$ cat config.mk
export PLATFORM = sky130hd
export DESIGN_NAME = sbph_back
export DESIGN_NICKNAME = d
export VERILOG_FILES = /design/src/sbph_pkg.sv /design/src/sbph_back.sv
export SDC_FILE = /design/constraint.sdc
export NUM_CORES = 2
export LEC_CHECK = 0
export BUFFER_PORTS_ARGS = -buffer_cell sky130_fd_sc_hd__buf_2
export CORE_MARGIN = 2
export CORE_UTILIZATION = 63
export DETAILED_ROUTE_END_ITERATION = 10
export HOLD_SLACK_MARGIN = 0.03
export PLACE_DENSITY = 0.81
export SETUP_SLACK_MARGIN = 0.15
export SLEW_MARGIN = 25
export SYNTH_ARGS = -nofsm -noshare
export SYNTH_HDL_FRONTEND = slang
export SYNTH_SLANG_ARGS = --single-unit
export TNS_END_PERCENT = 20
$ cat constraint.sdc
create_clock -name clk -period 19.95 [get_ports clk]
set_input_delay 3.99 -clock clk [delete_from_list [all_inputs] [get_ports clk]]
set_output_delay 3.99 -clock clk [all_outputs]
set_load 0.01 [all_outputs]
$ cat src/sbph_pkg.sv
package sbph_pkg;

  // Field widths
  localparam int unsigned MAG_W    = 16;
  localparam int unsigned HEIGHT_W = 7;
  localparam int unsigned HOLD_W   = 8;

  // Bar scale and reset hold length
  localparam int unsigned             BAR_MAX_I  = 90;
  localparam logic [HEIGHT_W-1:0]     BAR_MAX    = HEIGHT_W'(BAR_MAX_I);
  localparam logic [HOLD_W-1:0]       HOLD_RESET = HOLD_W'(20);

  // Depth of the queue between front and back
  localparam int unsigned QUEUE_DEPTH = 4;

  // Register map
  localparam logic [1:0] ADDR_HOLD_FRAMES = 2'd0;

  // One result item
  typedef struct packed {
    logic [HEIGHT_W-1:0] bar_height;
    logic [HEIGHT_W-1:0] peak_height;
    logic                peak_shown;
  } res_t;

endpackage

$ cat src/sbph_back.sv
module sbph_back import sbph_pkg::*; #(
  parameter int ENTRIES = 256,
  parameter int IDX_W   = 8
) (
  input  logic                clk,
  input  logic                rst,
  input  logic [HOLD_W-1:0]   hold_frames,
  output logic                clear_busy,
  input  logic                q_empty,
  input  logic [IDX_W-1:0]    q_idx,
  input  logic                q_inr,
  input  logic [HEIGHT_W-1:0] q_height,
  output logic                pop,
  output logic                out_valid,
  input  logic                out_stall,
  output res_t                res
);

  localparam int ENT_W = HEIGHT_W + HOLD_W;

  logic [ENT_W-1:0]    store [ENTRIES];
  logic [ENT_W-1:0]    rd;
  logic [IDX_W-1:0]    clr_cnt;

  logic                bv;
  logic [IDX_W-1:0]    b_idx;
  logic                b_inr;
  logic [HEIGHT_W-1:0] b_height;
  logic                bdone;

  logic                lw_v;
  logic [IDX_W-1:0]    lw_idx;
  logic [HEIGHT_W-1:0] lw_peak;
  logic [HOLD_W-1:0]   lw_hold;

  logic [HEIGHT_W-1:0] cur_peak;
  logic [HOLD_W-1:0]   cur_hold;
  logic [HEIGHT_W-1:0] new_peak;
  logic [HOLD_W-1:0]   new_hold;
  logic                wr_en;
  logic [IDX_W-1:0]    wr_idx;
  logic [ENT_W-1:0]    wr_data;

  assign bdone = bv && (!out_valid || !out_stall);
  assign pop   = !q_empty && !clear_busy && (!bv || bdone);

  // Sweep the store to zero after reset
  always_ff @(posedge clk) begin
    if (rst) begin
      clear_busy <= 1'b1;
      clr_cnt    <= '0;
    end else if (clear_busy) begin
      if (clr_cnt == IDX_W'(ENTRIES - 1)) begin
        clear_busy <= 1'b0;
      end
      clr_cnt <= clr_cnt + IDX_W'(1);
    end
  end

  // Take the entry from the last write when it was read stale
  always_comb begin
    if (lw_v && lw_idx == b_idx) begin
      cur_peak = lw_peak;
      cur_hold = lw_hold;
    end else begin
      cur_peak = rd[ENT_W-1:HOLD_W];
      cur_hold = rd[HOLD_W-1:0];
    end
  end

  // Refresh, hold or decay the peak
  always_comb begin
    new_peak = cur_peak;
    new_hold = cur_hold;
    priority if (b_height >= cur_peak) begin
      new_peak = b_height;
      new_hold = hold_frames;
    end else if (cur_hold != '0) begin
      new_hold = cur_hold - HOLD_W'(1);
    end else if (cur_peak != '0) begin
      new_peak = cur_peak - HEIGHT_W'(1);
    end
  end

  // Select the store write source
  always_comb begin
    if (clear_busy) begin
      wr_en   = 1'b1;
      wr_idx  = clr_cnt;
      wr_data = '0;
    end else begin
      wr_en   = bdone && b_inr;
      wr_idx  = b_idx;
      wr_data = {new_peak, new_hold};
    end
  end

  // Per-bin store: one write and one registered read a cycle
  always_ff @(posedge clk) begin
    if (wr_en) begin
      store[wr_idx] <= wr_data;
    end
    if (pop) begin
      rd <= store[q_idx];
    end
  end

  // Hold the item whose entry is being read
  always_ff @(posedge clk) begin
    if (rst) begin
      bv <= 1'b0;
    end else if (pop) begin
      bv <= 1'b1;
    end else if (bdone) begin
      bv <= 1'b0;
    end
    if (pop) begin
      b_idx    <= q_idx;
      b_inr    <= q_inr;
      b_height <= q_height;
    end
  end

  // Remember the last item write for forwarding
  always_ff @(posedge clk) begin
    if (rst) begin
      lw_v <= 1'b0;
    end else if (bdone && b_inr) begin
      lw_v <= 1'b1;
    end
    if (bdone && b_inr) begin
      lw_idx  <= b_idx;
      lw_peak <= new_peak;
      lw_hold <= new_hold;
    end
  end

  // Output register
  always_ff @(posedge clk) begin
    if (rst) begin
      out_valid <= 1'b0;
    end else if (bdone) begin
      out_valid <= 1'b1;
    end else if (!out_stall) begin
      out_valid <= 1'b0;
    end
    if (bdone) begin
      res.bar_height  <= b_height;
      res.peak_height <= b_inr ? new_peak : '0;
      res.peak_shown  <= b_inr && (new_peak != '0);
    end
  end

  // Checks
  a_no_pop_in_clear: assert property (@(posedge clk) disable iff (rst)
    clear_busy |-> !pop)
    else $error("queue popped during store clear");

  a_peak_bound: assert property (@(posedge clk) disable iff (rst)
    (bv && b_inr && !clear_busy) |-> new_peak <= BAR_MAX)
    else $error("stored peak above full scale");

  a_decay_step: assert property (@(posedge clk) disable iff (rst)
    (bdone && b_inr && lw_v && lw_idx == b_idx)
      |-> (HEIGHT_W + 1)'(new_peak) + 1 >= (HEIGHT_W + 1)'(lw_peak))
    else $error("peak dropped by more than one step");

  a_clear_done: assert property (@(posedge clk) disable iff (rst)
    $fell(clear_busy) |-> $past(clr_cnt) == IDX_W'(ENTRIES - 1))
    else $error("store clear ended early");

endmodule

Word-level counts from Yosys, hierarchy flattened
Memory sizes are Yosys's and may differ from the RTL's. A register that Yosys moved wholly into a read port is not among the register bits. Index checks and enable logic that the tools add are counted.

Flip-flop bits (word level): 66. Bits in writable memories: 3840. Input bits: 28. Output and inout bits: 18. Word-level logic and storage cells: 57. Memories: 1.

Add/sub/neg operators: 3. Magnitude comparators: 1. Equal/unequal tests: 3. Muxes and demuxes: 18. Reduce and logical (&&, ||, !) cells: 17.

Memory list: store (depth 256, width 15, read ports 1, clocked after memory_dff 1, write ports 1, RTL line sbph_back.sv:21) `logic [ENT_W-1:0] store [ENTRIES];`.

Operator list (count): 2-to-1 mux 8 bit (4); 2-to-1 mux 7 bit (4); 2-to-1 mux 15 bit (1); nonzero test 7 bit (2); 2-to-1 mux 1 bit (9); adder 8 x 1 -> 8 bit (second input constant) (1); equality test 8 bit (1); equality test 8 bit (second input constant) (1); nonzero test 8 bit (1); subtractor 8 x 1 -> 8 bit (second input constant) (1); greater-or-equal comparator 7 bit (1); subtractor 7 x 1 -> 7 bit (second input constant) (1); logical AND 1 bit (6); zero test 1 bit (5); logical OR 1 bit (2); inequality test 2 x 1 -> 1 bit (second input constant) (1); nonzero test 2 bit (1).

Longest topological paths before layout
Word-level depth: 9. Mapped depth: 15. Gate-level depth less buffers: 12.

Worst setup path before layout
No wires, ideal clock.

Path type: register to register. From: register b_idx[7]. To: memory store[0][5] (netlist name) (data pin). Library setup time: 2231 ps. Arrival: 13667 ps. Data required time: 17719 ps. Path slack: 4052 ps. Cell stages (with the launch flop): 16. Path buffers: 3. Period minus slack after synthesis: 15898 ps. Cell sequence: edfxtp_1 xnor2_1 nand4_1 or3_1 buf_2 buf_6 mux2_2 ha_1 nand2b_1 nand2_1 a221oi_1 a311o_1 a211oi_4 buf_6 nand2_1 o31ai_1.

Longest elaborated chain between the ends: 7. Elaborated cells on any way between the ends: 10. Those cells by class: 1 x add/sub; 1 x order compare; 1 x eq/ne; 5 x mux; 2 x reduce/logical.

RTL lines: start, declared (RTL line sbph_back.sv:26) `logic [IDX_W-1:0] b_idx;`; start signal, assigned (RTL line sbph_back.sv:118) `b_idx <= q_idx;`; equality test 8 bit * (RTL line sbph_back.sv:62) `if (lw_v && lw_idx == b_idx) begin`; logical AND 1 bit * (RTL line sbph_back.sv:62); 2-to-1 mux 8 bit (RTL line sbph_back.sv:62); subtractor 8 x 1 -> 8 bit or nonzero test 8 bit (tied branches) (RTL line sbph_back.sv:79, sbph_back.sv:78); 2-to-1 mux 8 bit (RTL line sbph_back.sv:78) `end else if (cur_hold != '0) begin`; 2-to-1 mux 8 bit * (RTL line sbph_back.sv:75) `priority if (b_height >= cur_peak) begin`; 2-to-1 mux 15 bit * (RTL line sbph_back.sv:87) `if (clear_busy) begin`; named net wr_data[5] (RTL line sbph_back.sv:42) `logic [ENT_W-1:0] wr_data;`; end, declared (RTL line sbph_back.sv:21).

The timed path passes the listed nets; every way through them passes the cells marked *.

==> flow_metrics.tcl <==
set metrics [dict create \
    status "completed" \
    drt_iter0_drc 15000 \
    cap_violations 0 \
    final_cell_mix "edfxtp_1, mux4_2, clkbuf_16, buf_4, nor2_1" \
    setup_tns_ps 0 \
    die_w_microns 493 \
    drive_gt1_share_pct 32.9 \
    cts_htree_levels 5 \
    critPathCaptureType "register" \
    startpoint_type "input pin" \
    p_int_w 0.0132 \
    switching_share_pct 21.2 \
    antenna_found_initial 31 \
    grt_pass1_wl_microns 607000 \
    clockBufferDepth 4 \
    ctsHoldBuffers 0 \
    final_area_sq_um 169000 \
    area_growth_pct 12.0 \
    syn_inst 6113 \
    slew_headroom_pct 22.6 \
    cp_cell_sequence "buf_8 > buf_4 > buf_4 > buf_4 > mux4_2 > mux4_2 > mux4_2 > a22oi_1 > nand2_1" \
    rsz0062_at_grt "no" \
    syn_nets 6148 \
    layout_commonest_cell "edfxtp_1" \
    dpl.hpwl_microns 209000 \
    power.share.clock_pct 43.5 \
    ys_warn_count 0 \
    dp_cells 9287 \
    detail-route-antenna-nets 0 \
    power_switching_w 0.00353 \
    ir_worst_vdd_mv 0.123 \
    synth_async_sr_flop_share_pct 0 \
    cts_resized 0 \
    num_rows 179 \
    required_ps 20670 \
    fin_nets 6548 \
    timing.final.max_slew_violations 0 \
    num_vias 77700 \
    final-instance-count-excl-fill 9992 \
    clk_latency_ps 1010 \
    die_area_sq_um 243000 \
    seqPwrFrac_pct 53.5 \
    p_comb_share_pct 3.0 \
    first_pass_iters 8 \
    fin_ws_ps 10940 \
    ys_seq_area_share_pct 78.1 \
    place.gp.congestion 0.826 \
    cp_slowest_cell "buf_4" \
    finalHoldViolations 0 \
    grt_max_degree 225 \
    fmax_mhz 111 \
    post-place-ws_ps 9830 \
    cts_buffers 382 \
    syn_avg_cell_area_sq_um 24.6 \
    core_sq_um 238000 \
    portBuffers 45 \
    worstPathArrival_ps 9730 \
    synth_edf_count 3909 \
    crit_family "buffers and inverters" \
    setup_violations 0 \
    slowest_delay_ps 850 \
    fin_skew_ps 97.7 \
    drc 0 \
    path_buf_inv 4 \
    grt_pass1_vias 76900 \
    fin_crit_sh_pct 45.2 \
    fp.dieH_microns 493 \
    routed_wl_microns 446000 \
    yosysUniqueCellTypes 62 \
    start_util_pct 63.3 \
    synth_flop_cell "edfxtp_1" \
    cts.sinks 3921 \
    overflow 0 \
    crit_fanout 78 \
    via_per_inst 7.77 \
    crit_type "input pin to register" \
    p_per_area_nw_per_um2 99.0 \
    io_pins 46 \
    routedWlPerCell_microns 44.7 \
    cts_tree "yes" \
    p_leak_nw 56.6 \
    cts.clk_slew.worst_paths_ps 70 \
    clockRootBuffer "clkbuf_16" \
    period_minus_slack_ps 9010 \
    worst_pin_slew_ps 1160 \
    syn_area_sq_um 151000 \
    cts_setup_buffers 0 \
    track_usage_pct 36.1 \
    min_path_type "register to register" \
    synth_seq_cells 3921 \
    post_dp_cell_area_sq_um 156000 \
]
[worst paths after layout]
path / start / cells past startpoint / to / slack (ps)
worst min register to register: b_height[0]$_DFFE_PP_ / 0 / res[8]$_DFFE_PP_ / 570
worst max register to register: b_idx[5]$_DFFE_PP_ / 16 / store[223][3]$_DFFE_PP_ / 12200
worst max-delay path: q_idx[1] / 9 / rd[11]$_DFFE_PP_ / 10940
worst min-delay path: b_height[0]$_DFFE_PP_ / 0 / res[8]$_DFFE_PP_ / 570
[state kept, by name, summed over array words and instances (netlist names)]
name        cells
rd             15
clear_busy      1
lw_v            1
lw_idx          8
lw_hold         8
b_idx           8
bv              1
b_height        7
out_valid       1
clr_cnt         8
b_inr           1
lw_peak         7
res            15
store        3840
[power by group through the flow]
stage | logic, W | clock network, W | registers [W]
5_1_grt | 0.000506 | 0.00751 | 0.00893
6_report | 0.000499 | 0.00727 | 0.00893
4_1_cts | 0.000487 | 0.00724 | 0.00893
2_1_floorplan | 0.000322 | 0 | 0.00911
3_3_place_gp | 0.000463 | 0 | 0.00911
3_5_place_dp | 0.000470 | 0 | 0.00911
[per-layer routing]
layer / vias to the layer above / wire length, microns / share of wire, % / GRT usage, %
met5: - / 186 / 0.042 / 0
li1: 27300 / - / - / -
met1: 40000 / 135000 / 30 / 46.4
met2: 8533 / 218000 / 49 / 57.8
met3: 1880 / 57000 / 13 / 7.86
met4: 26 / 35600 / 8.0 / 21.4
[stage by stage]
step / total power, W / utilization (%) / hold slack [ps]
2_1_floorplan: 0.00943 / - / 462
3_3_place_gp: 0.00957 / 65.6 / 482
3_5_place_dp: 0.00958 / 65.7 / 491
4_1_cts: 0.0167 / 70.7 / 547
5_1_grt: 0.0169 / 70.9 / 577
6_report: 0.0167 / 70.9 / 568
[layout make-up]
type	count	area [sq um]
diodes	21	52.6
clock buffers	459	9910
clock inverters	216	2050
fillers	12100	69200
inverters	18	67.6
multi-input cells	1842	32100
flip-flops and latches	3921	118000
well taps	3167	3960
repair buffers	348	2910
[cells by family (layout without fill, tap and decap cells)]
kind of cell	Yosys count	count (layout)	synth area share, %
muxes	1301	1301	19.1
buffers and inverters	350	1041	0.984
AOI/OAI and AO/OA	85	85	0.441
xor gates and xnor gates	19	19	0.110
other	0	21	0
DFF	3921	3921	78.1
and+or+nand+nor	430	430	1.18
adders and majority gates	7	7	0.0582
[Yosys cell counts, drive strengths merged (2+ instances only)]
| library cell | instances | area (sq um) |
|---|---|---|
| xor2 | 4 | 35.0 |
| nand4 | 3 | 18.8 |
| dfxtp | 12 | 240 |
| nand3 | 13 | 65.1 |
| nor4b | 3 | 26.3 |
| nand2 | 71 | 267 |
| and2 | 4 | 25.0 |
| inv | 18 | 67.6 |
| mux2i | 25 | 250 |
| o21ai | 6 | 30.0 |
| o22ai | 2 | 12.5 |
| nor3 | 4 | 25.0 |
| nor2b | 16 | 100 |
| clkbuf | 205 | 769 |
| or4 | 3 | 22.5 |
| nor3b | 2 | 15.0 |
| o211ai | 2 | 20.0 |
| a21o | 2 | 15.0 |
| buf | 127 | 644 |
| a22oi | 30 | 225 |
| o32ai | 7 | 61.3 |
| a211oi | 2 | 27.5 |
| edfxtp | 3909 | 117000 |
| mux4 | 1260 | 28400 |
| and3 | 2 | 12.5 |
| ha | 7 | 87.6 |
| nand2b | 4 | 25.0 |
| a311oi | 2 | 17.5 |
| a32o | 2 | 20.0 |
| nand3b | 3 | 22.5 |
| or3 | 2 | 12.5 |
| nor2 | 296 | 1110 |
| o31ai | 3 | 22.5 |
| xnor2 | 15 | 131 |
| a21oi | 9 | 45.0 |
| a31o | 2 | 17.5 |
| nor4 | 3 | 18.8 |
| mux2 | 16 | 180 |
Power figures use the tool's default switching activity.
