<file path="config.mk">
export PLATFORM = sky130hd
export DESIGN_NAME = sbph_queue
export DESIGN_NICKNAME = d
export VERILOG_FILES = /design/src/sbph_pkg.sv /design/src/sbph_queue.sv
export SDC_FILE = /design/constraint.sdc
export NUM_CORES = 1
export LEC_CHECK = 0
export ABC_AREA = 1
export BUFFER_PORTS_ARGS = -buffer_cell sky130_fd_sc_hd__clkbuf_2
export CORE_UTILIZATION = 51
export DETAILED_ROUTE_END_ITERATION = 10
export HOLD_SLACK_MARGIN = 0.06
export PLACE_DENSITY = 0.85
export SLEW_MARGIN = 20
export SYNTH_ARGS = -nofsm -noshare
export SYNTH_HDL_FRONTEND = slang
export SYNTH_SLANG_ARGS = --single-unit
</file>
<file path="constraint.sdc">
create_clock -name clk -period 1.3 [get_ports clk]
set_clock_uncertainty 0.05 [all_clocks]
set_input_delay 0.26 -clock clk [delete_from_list [all_inputs] [get_ports clk]]
set_output_delay 0.26 -clock clk [all_outputs]
set_load 0.02 [all_outputs]
</file>
<file path="src/sbph_pkg.sv">
package sbph_pkg;

  // Field widths
  localparam int unsigned MAG_W    = 16;
  localparam int unsigned HEIGHT_W = 7;
  localparam int unsigned HOLD_W   = 8;

  // Bar scale and reset hold length
  localparam int unsigned             BAR_MAX_I  = 90;
  localparam logic [HEIGHT_W-1:0]     BAR_MAX    = HEIGHT_W'(BAR_MAX_I);
  localparam logic [HOLD_W-1:0]       HOLD_RESET = HOLD_W'(20);

  // Depth of the queue between front and back
  localparam int unsigned QUEUE_DEPTH = 4;

  // Register map
  localparam logic [1:0] ADDR_HOLD_FRAMES = 2'd0;

  // One result item
  typedef struct packed {
    logic [HEIGHT_W-1:0] bar_height;
    logic [HEIGHT_W-1:0] peak_height;
    logic                peak_shown;
  } res_t;

endpackage

</file>
<file path="src/sbph_queue.sv">
module sbph_queue import sbph_pkg::*; #(
  parameter int WIDTH = 16
) (
  input  logic             clk,
  input  logic             rst,
  input  logic             push,
  input  logic [WIDTH-1:0] push_data,
  output logic             full,
  input  logic             pop,
  output logic [WIDTH-1:0] pop_data,
  output logic             empty
);

  localparam int PTR_W = $clog2(QUEUE_DEPTH);
  localparam int CNT_W = PTR_W + 1;

  logic [WIDTH-1:0] entries [QUEUE_DEPTH];
  logic [PTR_W-1:0] wr_ptr;
  logic [PTR_W-1:0] rd_ptr;
  logic [CNT_W-1:0] count;

  assign full     = count == CNT_W'(QUEUE_DEPTH);
  assign empty    = count == '0;
  assign pop_data = entries[rd_ptr];

  // Advance pointers and track the fill level
  always_ff @(posedge clk) begin
    if (rst) begin
      wr_ptr <= '0;
      rd_ptr <= '0;
      count  <= '0;
    end else begin
      if (push) begin
        wr_ptr <= wr_ptr + PTR_W'(1);
      end
      if (pop) begin
        rd_ptr <= rd_ptr + PTR_W'(1);
      end
      unique case ({push, pop})
        2'b10:   count <= count + CNT_W'(1);
        2'b01:   count <= count - CNT_W'(1);
        default: count <= count;
      endcase
    end
  end

  // Store pushed item
  always_ff @(posedge clk) begin
    if (push) begin
      entries[wr_ptr] <= push_data;
    end
  end

endmodule

</file>
# After elaboration in Yosys (flattened, before gate mapping)

Memories as Yosys holds them, arrays and structs flattened. A register that Yosys moved wholly into a read port is not among the register bits.
Index checks and enable logic that the tools add are counted.

Add/subtract/negate cells: 4
Multiply operators: 0
Divide/modulo/power cells: 0
Order comparisons: 0
Equality and inequality tests: 3
Shift-type cells: 0
Muxes and demuxes: 5
Bitwise operators: 0
Reduce and logical (&&, ||, !) cells: 2

Operators by type and width:

| cell                                                                   | count |
|---|---|
| 3-bit one-hot mux with 2 select lines                                  | 1 |
| 2-bit by 1-bit adder with 2-bit output (second input constant)         | 2 |
| 2-bit 2-to-1 mux                                                       | 2 |
| 3-bit by 1-bit adder with 3-bit output (second input constant)         | 1 |
| 3-bit equality test (second input constant)                            | 1 |
| 3-bit logical NOT                                                      | 1 |
| 3-bit by 1-bit subtractor with 3-bit output (second input constant)    | 1 |
| 2-bit by 1-bit equality test with 1-bit output (second input constant) | 1 |
| 2-bit equality test (second input constant)                            | 1 |
| 1-bit 2-to-1 mux                                                       | 2 |
| 2-bit nonzero test                                                     | 1 |

Register bits: 7
Bits in latches: 0
Bits in writable memories: 64
ROM bits: 0
Word-level logic and storage cells: 18
Memories kept: 1

Memories:

| memory  | words | bits a word | rd ports | clocked after Yosys merged registers in | wr ports | RTL line         | text |
|---|---|---|---|---|---|---|---|
| entries | 4     | 16          | 1        | 1                                       | 1        | sbph_queue.sv:17 | `logic [WIDTH-1:0] entries [QUEUE_DEPTH];` |

# Longest topological paths before layout

Gate-level depths: netlist of run 1.

Word-level depth: 3
Depth in mapped cells: 10
Gate-level depth less buffers: 10

# Worst setup path before layout of run 1

Ideal clock, no wire load.

Path type: in2reg
From: input port push
To: register count[2]
Library setup time: 0.110 ns
Data arrival time: 1.173 ns
Path slack: -0.032 ns
Stages on the path: 10
Path through: inv_2 -> ha_1 -> inv_2 -> fa_1 -> inv_1 -> nand2_1 -> nand3_1 -> nand2_1 -> inv_1 -> nor2_1

Word-level cells in the longest chain between the ends: 2
Elaborated cells between the ends (all ways): 4
Classes of those cells: 2 x eq/ne; 1 x mux; 1 x reduce/logical

Ends and longest elaborated chain:

| item                                                                                         | RTL line         | text |
|---|---|---|
| start, declared                                                                              | sbph_queue.sv:6  | `input logic push,` |
| 2-bit by 1-bit equality test with 1-bit output / 2-bit equality test (equally long branches) | sbph_queue.sv:39 | `unique case ({push, pop})` |
| 3-bit one-hot mux with 2 select lines / 2-bit nonzero test (equally long branches)           | n/a              |  |
| end signal, assigned                                                                         | sbph_queue.sv:40 | `2'b10: count <= count + CNT_W'(1);` |
| end signal, assigned                                                                         | sbph_queue.sv:41 | `2'b01: count <= count - CNT_W'(1);` |
| end signal, assigned                                                                         | sbph_queue.sv:42 | `default: count <= count;` |
| end, declared                                                                                | sbph_queue.sv:20 | `logic [CNT_W-1:0] count;` |

Parallel ways exist; a longest one is shown, timed or not.
A chain may end at the register's enable or synchronous reset.

==> metrics.log, run 1 <==
INFO  metric core.rowCount = 26
INFO  metric critPathMaxFanout = 9
INFO  metric dpl-instance-area = 3380 um^2
INFO  metric floorplan.die.width = 76.1 um
INFO  metric nets = 306
INFO  metric dieArea = 5790 um^2
INFO  metric critical_path.endpoint_type = output port
INFO  metric yosysUniqueCellTypes = 17
INFO  metric globalRouteTotalUtil = 23.3%
INFO  metric critical_path.max_stage_delay = 380 ps
INFO  metric clk_latency = 340 ps
INFO  metric power_density_over_cell_area = 1430 nW/um^2
INFO  metric unrepaired_setup_endpoints_after_global_routing = yes
INFO  metric area_delta_synth_final = 44.7%
INFO  metric post_route_cells_drive_above_1_share = 49.1%
INFO  metric routed_wirelength = 6.74 mm
INFO  metric final.fill_count = 282
INFO  metric cp.arrival = 1410 ps
INFO  metric setup_ws = -424 ps
INFO  metric finalCritPeriodShare = 133%
INFO  metric cts_buffers = 9
INFO  metric diodes = 0
INFO  metric cts-root-to-sink-buffers = 2
INFO  metric failed_checks = negative setup slack
INFO  metric yosys_register_bits = 73
INFO  metric ctsHtreeMaxLevel = 3
INFO  metric slew-limit-headroom = 77.1%
INFO  metric seq_area_frac_synth = 75.1%
INFO  metric worst_setup_path_start_kind = flop
INFO  metric muxShareOfSynthArea = 0%
INFO  metric hold_violations = 0
INFO  metric synth_simple_gate_area_share = 6.66%
INFO  metric port-buffer-count = 37
INFO  metric tritoncts = yes
INFO  metric stdcell_area = 4050 um^2
INFO  metric globalRouteMet2Util = 37.7%
INFO  metric clk_transition_reported_paths = 70 ps
INFO  metric yosys_warnings = 0
INFO  metric drc = 0
INFO  metric wire_length_of_the_first_global_routing_pass = 9.83 mm
INFO  metric gr-total-overflow = 0
INFO  metric place.gp.congestion = 0.823
INFO  metric ir_worst_vdd = 1.09 mV
INFO  metric synth_fa_ha_area_share = 2.95%
INFO  metric grt_pass1_vias = 2042
INFO  metric post-synth-top-area-fraction = 68.7%
INFO  metric r2r_start = wr_ptr[1]
INFO  metric fp.coreArea = 5200 um^2
INFO  metric multi_input_comb_area = 827 um^2
INFO  metric globalRouteMet3Util = 9.10%
INFO  metric yosys-top-cells-area = sky130_fd_sc_hd__edfxtp_1 (69%), sky130_fd_sc_hd__dfxtp_1 (6.4%), sky130_fd_sc_hd__o21ai_1 (5.0%)
INFO  metric cts_sinks = 73
INFO  metric layout.core_utilization = 77.8%
INFO  metric outcome = finished with violations
INFO  metric worst_hold_startpoint = push_data[1]
INFO  metric timing_worst_slew_pin_value = 340 ps
INFO  metric report.final.setup_viol = 18
INFO  metric main_combinational_cell_family_by_area_after_synthesis = compound AO/OA/AOI/OAI gates
INFO  metric num_io_pins = 38
INFO  metric drv.max_cap_violation_count = 0
INFO  metric synth_compound_area_share = 11.3%
INFO  metric static-leakage-power = 1.51 nW
INFO  metric yosys.area.top_type = sky130_fd_sc_hd__edfxtp_1
INFO  metric grt.met1_usage = 26.0%
INFO  metric final_max_slew_viol_count = 0
INFO  metric initial_antenna_violation_count = 0
INFO  metric syn_nets = 238
INFO  metric netlist_area = 2800 um^2
INFO  metric vias = 1982
INFO  metric critical_path.reg2reg.endpoint = entries[1][11]
INFO  metric avgViaCountPerCell = 5.58
INFO  metric whs_path_depth = 1
INFO  metric cts_root_buf = sky130_fd_sc_hd__clkbuf_8
INFO  metric hpwlAfterDp = 3.41 mm
INFO  metric antenna_violating_nets_remaining = 0
INFO  metric path_cells = inv_6, buf_12, nor2_1, o22ai_2, clkbuf_8
INFO  metric worst-setup-path-type = flop to output port
INFO  metric hold-path-endpoint = entries[0][1]
INFO  metric drt_pass1_iterations = 4
INFO  metric worst-r2r-cell-count = 5
INFO  metric maximum_number_of_pins_on_one_net_before_global_route_repair = 17
INFO  metric regArea = 2120 um^2
INFO  metric r2r_slack = 10 ps
INFO  metric detailedRoute.firstIterationViolations = 199
INFO  metric chipHeight = 76.1 um
INFO  metric synth_xor_area_share = 0%
INFO  metric busiest_metal_layer_after_global_routing = met2
INFO  metric routed_wire_length_per_instance = 19.0 um
INFO  metric clock.fmax = 0.580 GHz
INFO  metric critical_path_required = 990 ps
INFO  metric postSynthAreaPerCell = 13.2 um^2
INFO  metric effective_utilization_at_floorplan = 53.8%
INFO  metric cp_slowest_cell = sky130_fd_sc_hd__dfxtp_4
INFO  metric synth_cells = 212
INFO  metric min_path_type = input pin to flop
INFO  metric time_the_final_worst_path_needs_with_i_o_delays_and_setup = 1720 ps
worst max-delay path by stage:
stage / start / to / slack [ps] / cells after the start
5_1_grt: flop / pop_data[3] / -470 / 5
6_report: flop / pop_data[15] / -420 / 5
3_3_place_gp: push / count[2] / -110 / 11
2_1_floorplan: push / count[2] / -6 / 10
4_1_cts: flop / pop_data[3] / -400 / 5
3_5_place_dp: push / count[2] / -170 / 11
cells in the mapped netlist, drive strengths merged:
cell / n
a21oi: 5
buf: 8
dfxtp: 9
edfxtp: 64
fa: 1
ha: 5
inv: 18
nand2: 9
nand3: 1
nand4: 1
nor2: 35
nor3: 2
o21ai: 38
o22ai: 16
final cells by class:
cell class	instances	area share [%]
clock inverter	6	2.84
timing repair buffer	65	17.0
sequential	73	52.3
tap	70	2.16
multi-input combinational	113	20.4
inverter	18	2.19
clock buffer	10	3.15
report_power, final:
part | internal [mW] | switching (mW)
registers | 2.66 | 0.0563
logic | 0.458 | 0.517
clock network | 1.28 | 0.826
total | 4.41 | 1.40
layer usage:
metal,share of wire (%),up-vias
met2,52,93
li1,-,913
met1,37,957
met3,7.9,19
met4,2.8,0
met5,0,-
what timing repair did:
item / CTS / global route
hold endpoints to repair: 0 / 8
gates resized for setup: 62 / 36
setup buffers: 0 / 1
setup endpoints to repair: 48 / 67
cloned: 1 / 2
pin swaps: 6 / 5
hold buffers: 0 / 2
logic make-up after synthesis:
kind of cell / Yosys count
compound gates: 59
fa+ha+maj: 6
buf+inv: 26
flops: 73
simple gates: 48
flip-flops by register name, summed over array words and instances, names as in the netlist, named ones only:
register,count
count,3
entries,64
rd_ptr,2
wr_ptr,2
cell usage in the layout (no fill, tap or decap), types with 3 or more instances in the layout:
cell type and n:
sky130_fd_sc_hd__edfxtp_1 64, sky130_fd_sc_hd__nor2_1 29, sky130_fd_sc_hd__clkbuf_8 22, sky130_fd_sc_hd__o21ai_1 21, sky130_fd_sc_hd__clkbuf_2 20, sky130_fd_sc_hd__o22ai_2 16
sky130_fd_sc_hd__buf_4 11, sky130_fd_sc_hd__o21ai_2 10, sky130_fd_sc_hd__buf_6 8, sky130_fd_sc_hd__inv_1 7, sky130_fd_sc_hd__nor2_2 6, sky130_fd_sc_hd__o21ai_0 6
sky130_fd_sc_hd__inv_2 5, sky130_fd_sc_hd__a21oi_1 5, sky130_fd_sc_hd__buf_12 5, sky130_fd_sc_hd__clkinvlp_4 4, sky130_fd_sc_hd__nand2_2 4, sky130_fd_sc_hd__nand2_1 4
sky130_fd_sc_hd__ha_4 3, sky130_fd_sc_hd__dfxtp_4 3, sky130_fd_sc_hd__bufinv_16 3, sky130_fd_sc_hd__dfxtp_2 3, sky130_fd_sc_hd__dfxtp_1 3
per-stage QoR:
step	power [mW]	setup slack (ps)	TNS, ps	hold WS [ps]	cells
after global placement	3.43	-111	-481	391	333
after CTS	5.72	-402	-6370	61.8	350
after detailed placement	3.45	-173	-871	390	333
final	5.80	-424	-6170	78.6	355
after global routing	6.00	-473	-7300	63.2	355
after floorplan	3.16	-5.99	-5.99	309	212
critical path: cells and delay by family (launching register included):
family,cells,cell delay (ps)
and+or+nand+nor,1,60
buffers and inverters,3,430
DFF,1,380
AOI/OAI and AO/OA,1,200
Power figures use the tool's default switching activity.
==> run 2, diff against run 1 <==
==> config.mk (replaced) <==
export PLATFORM = sky130hd
export DESIGN_NAME = sbph_queue
export DESIGN_NICKNAME = d
export VERILOG_FILES = /design/src/sbph_pkg.sv /design/src/sbph_queue.sv
export SDC_FILE = /design/constraint.sdc
export NUM_CORES = 1
export LEC_CHECK = 0
export BUFFER_PORTS_ARGS = -buffer_cell sky130_fd_sc_hd__clkbuf_2
export CORE_UTILIZATION = 50
export DETAILED_ROUTE_END_ITERATION = 10
export HOLD_SLACK_MARGIN = 0.06
export PLACE_DENSITY = 0.84
export SLEW_MARGIN = 25
export SYNTH_ARGS = -nofsm -noshare
export SYNTH_HDL_FRONTEND = slang
export SYNTH_SLANG_ARGS = --single-unit
==> run 2 against run 1 <==
Via count is 28% lower. Die area is 1.3% higher. Sequential power hardly changed. Global-route usage is 5.1 points lower. Synthesized cell count is 38% lower. The flow still finishes with violations (negative setup slack). First-iteration DRC count is 64% lower. Register-to-register slack worse by 240 ps. Clock-buffer cell count is 1 higher. Combinational power is 8.2% lower. Sequential cell count stayed put. Maximum frequency is 8.3% lower.
==> metrics.log, run 2 <==
INFO  metric outcome = finished with violations
INFO  metric failed_checks = negative setup slack
INFO  metric num_io_pins = 38 (unchanged)
INFO  metric net-switching-power = 1.28 mW (-8.7%)
INFO  metric largest_registers = entries: 64 flops, count: 3 flops
INFO  metric yosys_warnings = 0 (unchanged)
INFO  metric totalPowerFinal = 6.15 mW (+6.0%)
INFO  metric layout.core_utilization = 70.6% (-7.2 points)
INFO  metric route.top_layer_used = met4
INFO  metric register_bank_with_the_most_flops = entries
INFO  metric gr-total-overflow = 0 (unchanged)
INFO  metric static-leakage-power = 1.32 nW (-13%)
INFO  metric maximum_number_of_pins_on_one_net_before_global_route_repair = 17 (unchanged)
INFO  metric unrepaired_setup_endpoints_after_global_routing = yes
INFO  metric yosysUniqueCellTypes = 22 (+5)
INFO  metric clock_power_share = 40.9% (+4.5 points)
INFO  metric critical_path_required = 990 ps (about the same)
INFO  metric synth_async_sr_flop_share = 0% (unchanged)
INFO  metric drt_pass1_iterations = 4 (unchanged)
INFO  metric finalCritPeriodShare = 145% (+12 points)
INFO  metric vias = 1432 (-28%)
INFO  metric drv.max_cap_violation_count = 0 (unchanged)
INFO  metric cts-root-to-sink-buffers = 2 (unchanged)
INFO  metric final_max_slew_viol_count = 0 (unchanged)
INFO  metric power_density_over_cell_area = 1660 nW/um^2 (+16%)
INFO  metric grt_pass1_vias = 1489 (-27%)
INFO  metric hold-worst-slack = 85.2 ps (+6.53 ps)
INFO  metric area_delta_synth_final = 33.0%
INFO  metric critical_path.endpoint_type = output port
INFO  metric syn_nets = 157 (-34%)
INFO  metric initial_antenna_violation_count = 0 (unchanged)
INFO  metric place.gp.congestion = 0.726 (-12%)
INFO  metric antenna_violating_nets_remaining = 0 (unchanged)
INFO  metric yosys_register_bits = 73 (unchanged)
INFO  metric setup-tns-final = -9660 ps (-3490 ps)
INFO  metric worst_setup_path_start_kind = flop
INFO  metric critical-path-top-delay-family = multiplexers
INFO  metric chipHeight = 76.6 um (+0.64%)
INFO  metric netlist_area = 2780 um^2 (-0.67%)
INFO  metric tritoncts = yes
INFO  metric routed_wirelength = 5.28 mm (-22%)
INFO  metric setup_ws = -580 ps (-156 ps)
INFO  metric ctsHtreeMaxLevel = 3 (unchanged)
INFO  metric cts_root_buf = sky130_fd_sc_hd__clkbuf_8
INFO  metric hpwlAfterDp = 2.86 mm (-16%)
INFO  metric cp.arrival = 1570 ps (+160 ps)
INFO  metric post_route_cells_drive_above_1_share = 56.3% (+7.2 points)
INFO  metric time_the_final_worst_path_needs_with_i_o_delays_and_setup = 1880 ps (+156 ps)
INFO  metric effective_utilization_at_floorplan = 53.1% (-0.69 points)
INFO  metric detailedRoute.firstIterationViolations = 71 (-64%)
INFO  metric met2WireLength = 2.88 mm (-18%)
INFO  metric dieArea = 5860 um^2 (+1.3%)
INFO  metric yosys-top-cells-area = sky130_fd_sc_hd__edfxtp_1 (69%), sky130_fd_sc_hd__mux4_2 (8.1%), sky130_fd_sc_hd__dfxtp_1 (6.5%)
INFO  metric wire_length_of_the_first_global_routing_pass = 7.49 mm (-24%)
INFO  metric clk_latency = 340 ps (about the same)
INFO  metric synth_ff_type = sky130_fd_sc_hd__edfxtp_1
INFO  metric post-synth-top-area-fraction = 69.1% (+0.46 points)
INFO  metric port-buffer-count = 37 (unchanged)
INFO  metric cp_slowest_cell = sky130_fd_sc_hd__mux4_2
INFO  metric avgViaCountPerCell = 5.36 (-3.9%)
INFO  metric routed_wire_length_per_instance = 19.8 um (+4.1%)
INFO  metric wire_length_on_met3 = 240 um (-55%)
INFO  metric clk_transition_reported_paths = 70 ps (about the same)
INFO  metric core.rowCount = 26 (unchanged)
INFO  metric critPathMaxFanout = 8 (-1)
INFO  metric cts_buffers = 9 (unchanged)
INFO  metric floorplan.die.width = 76.6 um (+0.64%)
INFO  metric worst-setup-path-type = flop to output port
INFO  metric synth_most_common_cell = sky130_fd_sc_hd__edfxtp_1
INFO  metric synth_enable_flop_cells = 64 (unchanged)
INFO  metric layout.cells.most_common = sky130_fd_sc_hd__edfxtp_1
INFO  metric leading_post_synthesis_cells_by_instance_count = sky130_fd_sc_hd__edfxtp_1 (64), sky130_fd_sc_hd__mux4_2 (10), sky130_fd_sc_hd__dfxtp_1 (9), sky130_fd_sc_hd__nor2_1 (8)
INFO  metric internal_power = 4.87 mW (+11%)
INFO  metric final_cell_mix = sky130_fd_sc_hd__edfxtp_1 (64), sky130_fd_sc_hd__clkbuf_2 (19), sky130_fd_sc_hd__buf_6 (18), sky130_fd_sc_hd__mux4_2 (16), sky130_fd_sc_hd__clkbuf_8 (10)
INFO  metric diodes = 0 (unchanged)
INFO  metric synth_cells = 131 (-38%)
INFO  metric globalRouteTotalUtil = 18.2% (-5.1 points)
INFO  metric min_path_type = input pin to flop
INFO  metric nets = 218 (-29%)
INFO  metric clock.fmax = 0.532 GHz (-8.3%)
INFO  metric postSynthAreaPerCell = 21.2 um^2 (+61%)
INFO  metric path_cells = buf_16, mux4_2, buf_8
INFO  metric seq_area_frac_synth = 75.6% (+0.51 points)
INFO  metric hold_violations = 0 (unchanged)
INFO  metric slew-limit-headroom = 86.8% (+9.7 points)
INFO  metric power_frac_seq = 44.5% (-2.4 points)
INFO  metric proportion_of_total_power_due_to_net_switching = 20.8% (-3.3 points)
INFO  metric report.final.setup_viol = 20 (+2)
INFO  metric cts_sinks = 73 (unchanged)
INFO  metric drc = 0 (unchanged)
INFO  metric comb_power_share = 14.5% (-2.3 points)
INFO  metric ir_worst_vdd = 0.946 mV (-13%)
INFO  metric yosys.area.top_type = sky130_fd_sc_hd__edfxtp_1
INFO  metric critical_path.max_stage_delay = 520 ps (+140 ps)
INFO  metric timing_worst_slew_pin_value = 195 ps (-144 ps)
INFO  metric detail_route.wirelength.met1 = 2.06 mm (-18%)
INFO  metric fp.coreArea = 5240 um^2 (+0.62%)
INFO  metric largest_register_ffs = 64 (unchanged)
INFO  metric cp_num_buf_inv = 2 (-1)
run 2: cell types whose count changed in the layout (fill, tap and decap cells not counted), moves of 4 or more:
cell                         delta
sky130_fd_sc_hd__nor2_1        -21
sky130_fd_sc_hd__nand2_2        -4
sky130_fd_sc_hd__buf_6         +10
sky130_fd_sc_hd__o21ai_0        -5
sky130_fd_sc_hd__o21ai_2       -10
sky130_fd_sc_hd__clkinvlp_4     -4
sky130_fd_sc_hd__mux4_2        +16
sky130_fd_sc_hd__nor2_2         -6
sky130_fd_sc_hd__a21oi_1        -4
sky130_fd_sc_hd__and2_4         +7
sky130_fd_sc_hd__o22ai_2       -16
sky130_fd_sc_hd__inv_1          -6
sky130_fd_sc_hd__clkbuf_8      -12
sky130_fd_sc_hd__o21ai_1       -21
run 2: kinds of logic after synthesis:
| logic type | synth area share, % |
|---|---|
| adders and majority gates | 2.97 |
| buffers and inverters | 2.43 |
| xor gates and xnor gates | 1.58 |
| AOI/OAI and AO/OA | 0.540 |
| DFF | 75.6 |
| muxes | 14.1 |
| and+or+nand+nor | 2.75 |
run 2: final timing paths:
kind | cells past startpoint | slack [ps] | from | end
max | 3 | -580 | flop | pop_data[12]
min | 1 | 90 | push_data[14] | entries[3][14]
max reg2reg | 5 | -230 | count[0] | count[2]
min reg2reg | 2 | 480 | count[2] | count[2]
run 2: what timing repair did:
action	4_1_cts	5_1_grt
setup buffers	3	2
cloned	2	3
hold buffers	0	0
resized for setup	25	59
pin swaps	3	4
setup endpoints to repair	84	71
run 2: cell type report:
| class | count | area [um^2] |
|---|---|---|
| Tap cell | 70 | 87.6 |
| Fill cell | 333 | 1540 |
| Clock buffer | 11 | 141 |
| Multi-Input combinational cell | 50 | 683 |
| Timing Repair Buffer | 52 | 498 |
| Inverter | 6 | 25.0 |
| Clock inverter | 5 | 150 |
| Sequential cell | 73 | 2110 |
run 2: metal layers:
layer,track usage [%],vias up
met4,10.2,0
li1,-,637
met5,0,-
met3,4.67,11
met2,31.9,52
met1,20.0,732
run 2: metrics by stage:
| stage | std cells | instance area (um^2) | worst slack (ps) |
|---|---|---|---|
| after floorplan | 131 | 2780 | -163 |
| after global placement | 242 | 3110 | -256 |
| after detailed placement | 242 | 3110 | -328 |
| after CTS | 263 | 3550 | -600 |
| after global routing | 267 | 3700 | -622 |
| final | 267 | 3700 | -580 |
run 2: power groups by stage:
stage	Combinational (mW)	Sequential, mW	Clock (mW)
2_1_floorplan	0.437	2.76	0
3_3_place_gp	0.632	2.76	0
3_5_place_dp	0.668	2.78	0
4_1_cts	0.752	2.74	2.54
5_1_grt	0.946	2.75	2.64
6_report	0.895	2.74	2.52
==> run 3, diff against run 2 <==
--- a/config.mk
+++ b/config.mk
@@ -6,10 +6,10 @@
 export NUM_CORES = 1
 export LEC_CHECK = 0
 export BUFFER_PORTS_ARGS = -buffer_cell sky130_fd_sc_hd__clkbuf_2
-export CORE_UTILIZATION = 50
+export CORE_UTILIZATION = 56
 export DETAILED_ROUTE_END_ITERATION = 10
 export HOLD_SLACK_MARGIN = 0.06
-export PLACE_DENSITY = 0.84
+export PLACE_DENSITY = 0.88
 export SLEW_MARGIN = 25
 export SYNTH_ARGS = -nofsm -noshare
 export SYNTH_HDL_FRONTEND = slang
==> constraint.sdc (replaced) <==
create_clock -name clk -period 1.8 [get_ports clk]
set_clock_uncertainty 0.05 [all_clocks]
set_input_delay 0.36 -clock clk [delete_from_list [all_inputs] [get_ports clk]]
set_output_delay 0.36 -clock clk [all_outputs]
set_load 0.02 [all_outputs]
==> run 3 against run 2 <==
The flow still finishes with violations (negative setup slack). Worst hold slack improved by 120 ps. Critical path depth unchanged. Largest power group unchanged. Critical path type unchanged. Cell count decreased by 3.7%. Combinational power decreased by 38%. Via count decreased by 5.2%. Largest cell class unchanged. Sequential cell count unchanged. Non-clock buffer count decreased by 4. Global-route usage increased by 2.0 points. Power decreased by 37%. Worst setup slack improved by 410 ps.
==> metrics.log, run 3 (synthesis results as in run 2) <==
INFO  metric place_worst_setup_slack = -50.5 ps (+278 ps)
INFO  metric ir_worst_vdd = 0.555 mV (-41%)
INFO  metric report.final.setup_viol = 16 (-20%)
INFO  metric largest_registers = entries: 64 flops, count: 3 flops
INFO  metric routed_wire_length_per_instance = 18.6 um (-5.9%)
INFO  metric hold_violations = 0 (unchanged)
INFO  metric detailedRoute.firstIterationViolations = 79 (+11%)
INFO  metric failed_checks = negative setup slack
INFO  metric worst_hold_startpoint = push_data[12]
INFO  metric avgViaCountPerCell = 5.28 (-1.6%)
INFO  metric worst_setup_path_start_kind = flop
INFO  metric setup_ws = -173 ps (+407 ps)
INFO  metric gr-total-overflow = 0 (unchanged)
INFO  metric chipHeight = 72.5 um (-5.4%)
INFO  metric routed_wirelength = 4.78 mm (-9.4%)
INFO  metric cts_root_buf = sky130_fd_sc_hd__clkbuf_8
INFO  metric cp.arrival = 1560 ps (about the same)
INFO  metric dieArea = 5250 um^2 (-10%)
INFO  metric grt_pass1_vias = 1433 (-3.8%)
INFO  metric ctsHtreeMaxLevel = 3 (unchanged)
INFO  metric clk_transition_reported_paths = 80 ps (about the same)
INFO  metric final.fill_count = 296 (-11%)
INFO  metric drc = 0 (unchanged)
INFO  metric fp.coreArea = 4750 um^2 (-9.2%)
INFO  metric cts_buffers = 9 (unchanged)
INFO  metric drv.max_cap_violation_count = 0 (unchanged)
INFO  metric effective_utilization_at_floorplan = 58.5% (+5.4 points)
INFO  metric core.rowCount = 25 (-3.8%)
INFO  metric initial_antenna_violation_count = 0 (unchanged)
INFO  metric worst-r2r-cell-count = 5 (unchanged)
INFO  metric totalPowerFinal = 3.87 mW (-37%)
INFO  metric drt_pass1_iterations = 4 (unchanged)
INFO  metric r2r_start = count[0]
INFO  metric clock.fmax = 0.507 GHz
INFO  metric static-leakage-power = 1.23 nW (-6.8%)
INFO  metric final_max_slew_viol_count = 0 (unchanged)
INFO  metric cts_sinks = 73 (unchanged)
INFO  metric outcome = finished with violations
INFO  metric finalCritPeriodShare = 110%
INFO  metric globalRouteTotalUtil = 20.2% (+2.0 points)
INFO  metric slew-limit-headroom = 70.2% (-17 points)
INFO  metric critical_path_required = 1390 ps (+400 ps)
INFO  metric power_density_over_cell_area = 1130 nW/um^2 (-32%)
INFO  metric unrepaired_setup_endpoints_after_global_routing = yes
INFO  metric layout.cells.most_common = sky130_fd_sc_hd__edfxtp_1
INFO  metric antenna_violating_nets_remaining = 0 (unchanged)
INFO  metric min_path_type = input pin to flop
INFO  metric floorplan.die.width = 72.5 um (-5.4%)
INFO  metric time_the_final_worst_path_needs_with_i_o_delays_and_setup = 1970 ps
INFO  metric critical_path.max_stage_delay = 530 ps (about the same)
INFO  metric diodes = 0 (unchanged)
INFO  metric tritoncts = yes
INFO  metric timing_worst_slew_pin_value = 447 ps (+252 ps)
INFO  metric post_route_cells_drive_above_1_share = 42.1% (-14 points)
INFO  metric register_bank_with_the_most_flops = entries
INFO  metric hold-path-endpoint = entries[3][12]
INFO  metric critical_path.endpoint_type = output port
INFO  metric nets = 211 (-3.2%)
INFO  metric hpwlAfterDp = 3.01 mm (+5.2%)
INFO  metric r2r_slack = 150 ps (+380 ps)
INFO  metric num_io_pins = 38 (unchanged)
INFO  metric maximum_number_of_pins_on_one_net_before_global_route_repair = 17 (unchanged)
INFO  metric wire_length_of_the_first_global_routing_pass = 7.20 mm (-3.9%)
INFO  metric cp_slowest_cell = sky130_fd_sc_hd__mux4_2
INFO  metric whs_path_depth = 1 (unchanged)
INFO  metric critical_path.reg2reg.endpoint = count[2]
INFO  metric vias = 1357 (-5.2%)
INFO  metric worst-setup-path-type = flop to output port
INFO  metric area_delta_synth_final = 23.3%
INFO  metric clk_latency = 330 ps (about the same)
INFO  metric cts-root-to-sink-buffers = 2 (unchanged)
INFO  metric place.gp.congestion = 0.723 (-0.33%)
INFO  metric largest_register_ffs = 64 (unchanged)
INFO  metric final_cell_mix = sky130_fd_sc_hd__edfxtp_1 (64), sky130_fd_sc_hd__clkbuf_2 (21), sky130_fd_sc_hd__mux4_2 (16), sky130_fd_sc_hd__buf_6 (13), sky130_fd_sc_hd__clkbuf_8 (9)
INFO  metric critPathMaxFanout = 6 (-2)
INFO  metric path_cells = buf_8, mux4_2, buf_6
INFO  metric port-buffer-count = 37 (unchanged)
[run 3: cell count changes in the layout (fill, tap and decap cells not counted), sizes merged]
cell and delta:
and2 -3, buf -7, bufinv -3, clkbuf +1
clkinv +4, clkinvlp +1
[run 3: through the flow]
step	TNS, ps	hold WS, ps	instance area (um^2)	utilization, %	instances
after floorplan	0	409	2780	-	131
after global placement	0	428	3080	64.9	239
after detailed placement	-50.5	471	3080	64.9	239
after CTS	-2410	176	3320	69.7	255
after global routing	-3280	183	3430	72.1	257
final	-2330	201	3430	72.1	257
[run 3: timing repair]
action	CTS	global route
setup buffers	0	1
endpoints found under the setup margin	16	32
hold buffers	0	0
gates resized for setup	12	47
gates cloned	0	1
pin swaps	0	0
[run 3: cell type report]
type	instances	area [um^2]	share of cell area, %
clock buffer	9	124	3.61
clock inverter	7	85.1	2.48
inverter	6	22.5	0.657
multi-input combinational	47	589	17.2
sequential	73	2110	61.4
tap	67	83.8	2.45
timing repair buffer	48	417	12.2
[run 3: routing by layer]
| metal | share of wire, % | global-route usage (%) | vias to the layer above |
|---|---|---|---|
| met2 | 54 | 33.7 | 35 |
| met1 | 42 | 23.9 | 703 |
| met3 | 4.0 | 6.11 | 2 |
| met5 | 0 | 0 | - |
| met4 | 0.36 | 9.80 | 0 |
| li1 | - | - | 617 |
[run 3: worst max-delay path: cells and delay by family, from the launching register on]
family | cells | cell delay [ps]
mux | 1 | 530
flops | 1 | 410
buf+inv | 2 | 300
[run 3: where the power goes]
part	switching, mW	internal, mW
clock network	0.573	0.766
registers	0.0380	1.93
logic	0.274	0.282
total	0.886	2.98
[run 3: worst max path at each step]
stage	cells after the start	end	slack (ps)	startpoint
after floorplan	7	count[2]	140	push
after global placement	8	count[2]	40	push
after detailed placement	8	count[2]	-50	push
after CTS	3	pop_data[7]	-200	flop
after global routing	3	pop_data[0]	-230	flop
final	3	pop_data[0]	-170	flop
